==> config.mk <==
export PLATFORM = sky130hd
export DESIGN_NAME = message_stream_deframer_flat
export DESIGN_NICKNAME = d
export VERILOG_FILES = /design/src/sv/msd_pkg.sv /design/src/sv/msd_if.sv /design/src/sv/msd_parser.sv /design/src/sv/message_stream_deframer.sv /design/src/flat_wrapper.sv
export SDC_FILE = /design/constraint.sdc
export NUM_CORES = 1
export LEC_CHECK = 0
export ABC_AREA = 1
export BUFFER_PORTS_ARGS = -buffer_cell sky130_fd_sc_hd__buf_2
export CAP_MARGIN = 40
export CORE_ASPECT_RATIO = 0.7
export CORE_UTILIZATION = 58
export DETAILED_ROUTE_END_ITERATION = 8
export PLACE_DENSITY = 0.87
export RECOVER_POWER = 50
export SLEW_MARGIN = 10
export SYNTH_ARGS = -nofsm -noshare
export SYNTH_HDL_FRONTEND = slang
export SYNTH_HIERARCHICAL = 1
export SYNTH_SLANG_ARGS = --single-unit
==> constraint.sdc <==
create_clock -name i_clk -period 3.75 [get_ports i_clk]
set_input_delay 0 -clock i_clk [delete_from_list [all_inputs] [get_ports i_clk]]
set_output_delay 0 -clock i_clk [all_outputs]
set_load 0.02 [all_outputs]
==> src/sv/msd_pkg.sv <==
// ============================================================================
// msd_pkg: shared types and constants for the message stream deframer
// Result word layout and header geometry.
// ============================================================================
package msd_pkg;

    // Header: group, code, length high byte, length low byte
    localparam int unsigned HEADER_BYTES = 4;
    localparam int unsigned POS_W        = 3;
    localparam int unsigned BYTE_W       = 8;
    localparam int unsigned LEN_W        = 16;

    // Header positions
    localparam logic [POS_W-1:0] POS_GROUP   = 3'd0;
    localparam logic [POS_W-1:0] POS_CODE    = 3'd1;
    localparam logic [POS_W-1:0] POS_LEN_HI  = 3'd2;
    localparam logic [POS_W-1:0] POS_PAYLOAD = POS_W'(HEADER_BYTES);

    typedef struct packed {
        logic [BYTE_W-1:0] group;
        logic [BYTE_W-1:0] code;
        logic [LEN_W-1:0]  msg_length;
        logic [BYTE_W-1:0] payload_byte;
        logic [LEN_W-1:0]  byte_index;
        logic              has_byte;
        logic              last;
    } t_msg;

endpackage

==> src/sv/msd_if.sv <==
// ============================================================================
// msd_if: valid/ready channels of the message stream deframer
// Raw byte channel in, tagged result channel out.
// ============================================================================
interface msd_byte_if;
    logic                       valid;
    logic                       ready;
    logic [msd_pkg::BYTE_W-1:0] data_byte;

    modport source (output valid, output data_byte, input ready);
    modport sink   (input valid, input data_byte, output ready);
endinterface

interface msd_msg_if;
    logic          valid;
    logic          ready;
    msd_pkg::t_msg msg;

    modport source (output valid, output msg, input ready);
    modport sink   (input valid, input msg, output ready);
endinterface

==> src/sv/msd_parser.sv <==
// ============================================================================
// msd_parser: header tracking and result register
// Updates the header/payload state for one byte and registers the result.
// ============================================================================
module msd_parser (
    input  logic                       i_clk,
    input  logic                       i_rst_n,
    input  logic                       i_in_valid,
    input  logic [msd_pkg::BYTE_W-1:0] i_in_byte,
    input  logic                       i_out_ready,
    output logic                       o_take,
    output logic                       o_out_valid,
    output msd_pkg::t_msg              o_out_msg
);

    logic [msd_pkg::POS_W-1:0]  r_pos,    n_pos;
    logic [msd_pkg::BYTE_W-1:0] r_group,  n_group;
    logic [msd_pkg::BYTE_W-1:0] r_code,   n_code;
    logic [msd_pkg::LEN_W-1:0]  r_len,    n_len;
    logic [msd_pkg::LEN_W-1:0]  r_count,  n_count;
    logic                       r_out_valid;
    msd_pkg::t_msg              r_out_msg;
    msd_pkg::t_msg              n_msg;
    logic                       n_emit;
    logic                       advance;
    logic [msd_pkg::LEN_W:0]    next_count;

    // result register free, or being drained this cycle
    assign advance    = !r_out_valid || i_out_ready;
    assign o_take     = i_in_valid && advance;
    assign next_count = {1'b0, r_count} + 1'b1;

    always_comb begin
        n_pos   = r_pos;
        n_group = r_group;
        n_code  = r_code;
        n_len   = r_len;
        n_count = r_count;
        n_emit  = 1'b0;
        n_msg   = '0;
        if (r_pos < msd_pkg::POS_PAYLOAD) begin
            case (r_pos)
                msd_pkg::POS_GROUP:  n_group = i_in_byte;
                msd_pkg::POS_CODE:   n_code  = i_in_byte;
                msd_pkg::POS_LEN_HI: n_len   = {i_in_byte, msd_pkg::BYTE_W'(0)};
                default:             n_len   = {r_len[msd_pkg::LEN_W-1:msd_pkg::BYTE_W],
                                                i_in_byte};
            endcase
            n_pos = r_pos + 1'b1;
            if (n_pos == msd_pkg::POS_PAYLOAD) begin
                n_count = '0;
                if (n_len == '0) begin
                    // empty message: one marker result, back to header
                    n_emit             = 1'b1;
                    n_msg.group        = n_group;
                    n_msg.code         = n_code;
                    n_msg.last         = 1'b1;
                    n_pos              = msd_pkg::POS_GROUP;
                end
            end
        end else begin
            n_emit               = 1'b1;
            n_msg.group          = r_group;
            n_msg.code           = r_code;
            n_msg.msg_length     = r_len;
            n_msg.payload_byte   = i_in_byte;
            n_msg.byte_index     = r_count;
            n_msg.has_byte       = 1'b1;
            n_msg.last           = (next_count >= {1'b0, r_len});
            n_count              = next_count[msd_pkg::LEN_W-1:0];
            if (n_msg.last) begin
                n_pos   = msd_pkg::POS_GROUP;
                n_count = '0;
            end
        end
    end

    always_ff @(posedge i_clk) begin
        if (!i_rst_n) begin
            r_pos       <= msd_pkg::POS_GROUP;
            r_group     <= '0;
            r_code      <= '0;
            r_len       <= '0;
            r_count     <= '0;
            r_out_valid <= 1'b0;
        end else begin
            if (o_take) begin
                r_pos   <= n_pos;
                r_group <= n_group;
                r_code  <= n_code;
                r_len   <= n_len;
                r_count <= n_count;
            end
            if (advance) begin
                r_out_valid <= o_take && n_emit;
            end
        end
    end

    always_ff @(posedge i_clk) begin
        if (advance) begin
            r_out_msg <= n_msg;
        end
    end

    assign o_out_valid = r_out_valid;
    assign o_out_msg   = r_out_msg;

endmodule

==> src/sv/message_stream_deframer.sv <==
// ============================================================================
// message_stream_deframer: length-prefixed message splitter, one byte/cycle unless stalled
// Path: byte accept, input register, result register, then result accept.
//   A stalled output holds words in both registers.
// Throughput: 1 byte per cycle unless the output stalls; header bytes give
//   no result, except the last header byte of an empty message: one marker.
// Reset: synchronous active-low; clears both stages and the header state.
// ============================================================================
module message_stream_deframer (
    input  logic     i_clk,
    input  logic     i_rst_n,
    msd_byte_if.sink i_byte,
    msd_msg_if.source o_msg
);

    // Input register stage. It refills whenever its byte moves on into the
    // parser, so a full result register only stalls the input once both
    // stages hold a word.
    logic                       r_in_valid;
    logic [msd_pkg::BYTE_W-1:0] r_in_byte;
    logic                       take;

    assign i_byte.ready = !r_in_valid || take;

    always_ff @(posedge i_clk) begin
        if (!i_rst_n) begin
            r_in_valid <= 1'b0;
        end else if (i_byte.ready) begin
            r_in_valid <= i_byte.valid;
        end
    end

    always_ff @(posedge i_clk) begin
        if (i_byte.ready && i_byte.valid) begin
            r_in_byte <= i_byte.data_byte;
        end
    end

    // Parser: header position, held header fields, payload count, and the
    // result register that drives the output channel.
    msd_parser u_parser (
        .i_clk       (i_clk),
        .i_rst_n     (i_rst_n),
        .i_in_valid  (r_in_valid),
        .i_in_byte   (r_in_byte),
        .i_out_ready (o_msg.ready),
        .o_take      (take),
        .o_out_valid (o_msg.valid),
        .o_out_msg   (o_msg.msg)
    );

endmodule

==> src/flat_wrapper.sv <==
// flat-port wrapper written by rule: the top's interface ports become plain ports
module message_stream_deframer_flat 
  (i_clk, i_rst_n, i_byte_valid, i_byte_data_byte, i_byte_ready, o_msg_valid, o_msg_msg, o_msg_ready);
  msd_byte_if i_byte_i ();
  msd_msg_if o_msg_i ();
  input  logic i_clk;
  input  logic i_rst_n;
  input wire logic [$bits(i_byte_i.valid)-1:0] i_byte_valid;
  input wire logic [$bits(i_byte_i.data_byte)-1:0] i_byte_data_byte;
  output wire logic [$bits(i_byte_i.ready)-1:0] i_byte_ready;
  output wire logic [$bits(o_msg_i.valid)-1:0] o_msg_valid;
  output wire logic [$bits(o_msg_i.msg)-1:0] o_msg_msg;
  input wire logic [$bits(o_msg_i.ready)-1:0] o_msg_ready;
  assign i_byte_i.valid = i_byte_valid;
  assign i_byte_i.data_byte = i_byte_data_byte;
  assign i_byte_ready = i_byte_i.ready;
  assign o_msg_valid = o_msg_i.valid;
  assign o_msg_msg = o_msg_i.msg;
  assign o_msg_i.ready = o_msg_ready;
  message_stream_deframer u_core (.i_clk(i_clk), .i_rst_n(i_rst_n), .i_byte(i_byte_i), .o_msg(o_msg_i));
endmodule
==> flow_summary.ini <==
[run_status]
status = complete, but fails checks
violations = capacitance limit, slew limit

[sta]
slew_viol_final = 59
fin_crit_ns = 3.204
max_slew_margin_pct = -0.5155
rsz0062_at_grt = no
setup_tns_ns = 0
fin_crit_sh_pct = 85.44
setup_viol = 0
timing.fmax_ghz = 0.3121
finalHoldViolCount = 0
skew_ns = 0.006872
worst_pin_slew_ns = 1.508

[cells_and_area]
utilization_pct = 71.12
final_common_cell = nand2_1
finalNetCount = 821
fillers = 745
regArea_sq_um = 3043
multi_input_area_sq_um = 2177
stdcell_area_sq_um = 6888
syn_to_final_growth_pct = 19.13
drive_gt1_share_pct = 7.259
antenna_cells = 0
layout_common_cells = nand2_1, inv_1, edfxtp_1, clkbuf_1, a21oi_1

[critical_path]
crit_type = reg2reg
worstPathMaxFanout = 17
crit_arrival_ns = 3.51
end_kind = flop
required_ns = 4.06
crit_path_start_kind = flop

[yosys]
synth_mux_area_share_pct = 0
ys_seq_area_share_pct = 52.63
syn_avg_cell_area_sq_um = 8.224
synth_xor_area_share_pct = 1.666
netlist_area_sq_um = 5782
synth_nets = 738
ys_top_cells_by_area = edfxtp_1, dfxtp_1, nand2_1
ys_ff_latch = 119
synth_top_family_by_area = simple AND/OR/NAND/NOR gates
synth_top_area_share_pct = 34.28
synth-compound-area-share_pct = 10.17
yosys.area_share.adder_pct = 4.977
ys_types = 31
syn_inst = 703
ys_warn_count = 6
yosysTopAreaCell = edfxtp_1
synthSimpleGateAreaFrac_pct = 20.80

[run]
max_cap_viol_count = 1

[global_routing]
grt_max_degree = 60
grt_pass1_wl_um = 22220
overflow = 0
grt_pass1_vias = 4484
grt_usage_pct = 28.65
antenna_found_initial = 0

[power_and_ir_drop]
power.density_nw_per_um2 = 508.7
ir_drop_mv = 0.4871
power_leakage_nw = 3.317

[clock_tree]
root_buffer = clkbuf_16
clk_latency_ns = 0.42
post_cts_resized = 0
cts_max_level = 4
cts_buffers = 17
cts_tree = done
clk_path_buf_depth = 2
path_clk_slew_ns = 0.05
cts_sinks = 119
post_cts_buffers = 0

[detailed_routing]
vias = 4958
drc = 0
wl_per_cell_um = 15.31
wirelength_um = 14190
vias_per_cell = 5.348
drtIter0Drc = 646
ant_nets = 0
drt-pass1-iter-count = 5

[die]
ios = 72
fp.dieArea_sq_um = 10380
start_util_pct = 59.70
die_h_um = 85.54
row_count = 30
core_area_sq_um = 9684
die_x_um = 121.3

[hold_path]
holdCritPathClass = in2reg

[placement]
place_congestion = 0.8558
dp_hpwl_um = 9419
placed_area_sq_um = 6257
io_buffers = 71
[cells in the mapped netlist (all sizes together)]
| cell type | n |
|---|---|
| nor2 | 32 |
| a21o | 1 |
| xnor2 | 3 |
| nand4 | 19 |
| a21oi | 59 |
| buf | 5 |
| o22ai | 6 |
| nand2 | 218 |
| edfxtp | 66 |
| dfxtp | 53 |
| inv | 121 |
| clkbuf | 21 |
| clkinv | 1 |
| ha | 23 |
| o21a | 1 |
| xor2 | 8 |
| nor3 | 2 |
| nand3 | 16 |
| o21ai | 45 |
| nor4 | 3 |
[power breakdown]
| group | internal [mW] | switching (mW) |
|---|---|---|
| logic | 0.108 | 0.277 |
| clock network | 1.04 | 0.609 |
| registers | 1.43 | 0.0368 |
| total | 2.58 | 0.922 |
[area by class of cell]
class	count	area share [%]
sequential	119	44.18
multi-input combinational	436	31.61
inverter	122	6.685
timing repair buffer	90	6.412
clock buffer	17	6.176
clock inverter	15	2.616
tap	128	2.325
[metrics by stage]
stage,hold slack (ns),cells,worst slack (ns),total power [mW]
final,0.1049,927,0.5459,3.504
after global routing,0.1831,927,0.2694,3.617
after CTS,0.09482,927,0.6056,3.513
after detailed placement,0.1802,884,0.6492,1.864
after global placement,0.1779,883,0.7983,1.848
after floorplan,0.09887,703,0.6061,1.751
[logic make-up (layout without fill, tap and decap cells)]
family                     Yosys count  in the layout
and+or+nand+nor                    290            290
adders and majority gates           23             23
xor gates and xnor gates            11             11
AOI/OAI and AO/OA                  112            112
DFF                                119            119
buffers and inverters              148            244
[per-layer routing]
metal  wire [um]  global-route usage (%)
met5           0                       0
met2        6264                   43.18
met1        6451                   40.20
met3        1256                   6.649
met4         220                   11.11
[final timing paths]
check / from / to / slack (ns) / cells past startpoint
setup / recovery: u_core/u_parser/r_count[0] / u_core/u_parser/r_pos[0] / 0.55 / 22
setup reg to reg: u_core/u_parser/r_count[0] / u_core/u_parser/r_pos[0] / 0.55 / 22
hold reg to reg: u_core/u_parser/r_group[3] / u_core/u_parser/r_group[3] / 0.48 / 2
hold / removal: o_msg_ready / u_core/u_parser/r_pos[2] / 0.10 / 7
[critical path, cell delays in order (launching register included)]
cell,delay [ns]
dfxtp_1,0.42
ha_1,0.20
nand2_1,0.06
inv_1,0.09
nand4_1,0.18
nor2_1,0.17
inv_1,0.07
nand2_1,0.06
inv_1,0.05
ha_1,0.29
nand2_1,0.05
nor2_1,0.17
nand3_1,0.10
nand3_1,0.11
nand2_1,0.05
nand2_1,0.05
nand2_1,0.04
nand2_1,0.05
nand2_1,0.33
nand2_1,0.24
nand2_1,0.08
o21ai_0,0.16
inv_1,0.06
[flip-flops by register name (all words and copies together) (netlist names)]
signal	count
u_core/u_parser/r_group	8
u_core/u_parser/r_len	16
u_core/u_parser/o_out_valid	1
u_core/u_parser/r_code	8
u_core/r_in_byte	8
u_core/r_in_valid	1
u_core/u_parser/r_count	16
u_core/u_parser/o_out_msg	58
u_core/u_parser/r_pos	3
[repair_timing]
action	CTS	global route
hold endpoints to repair	10	0
hold buffers	11	0
endpoints found under the setup margin	0	0
Power figures use the tool's default switching activity.
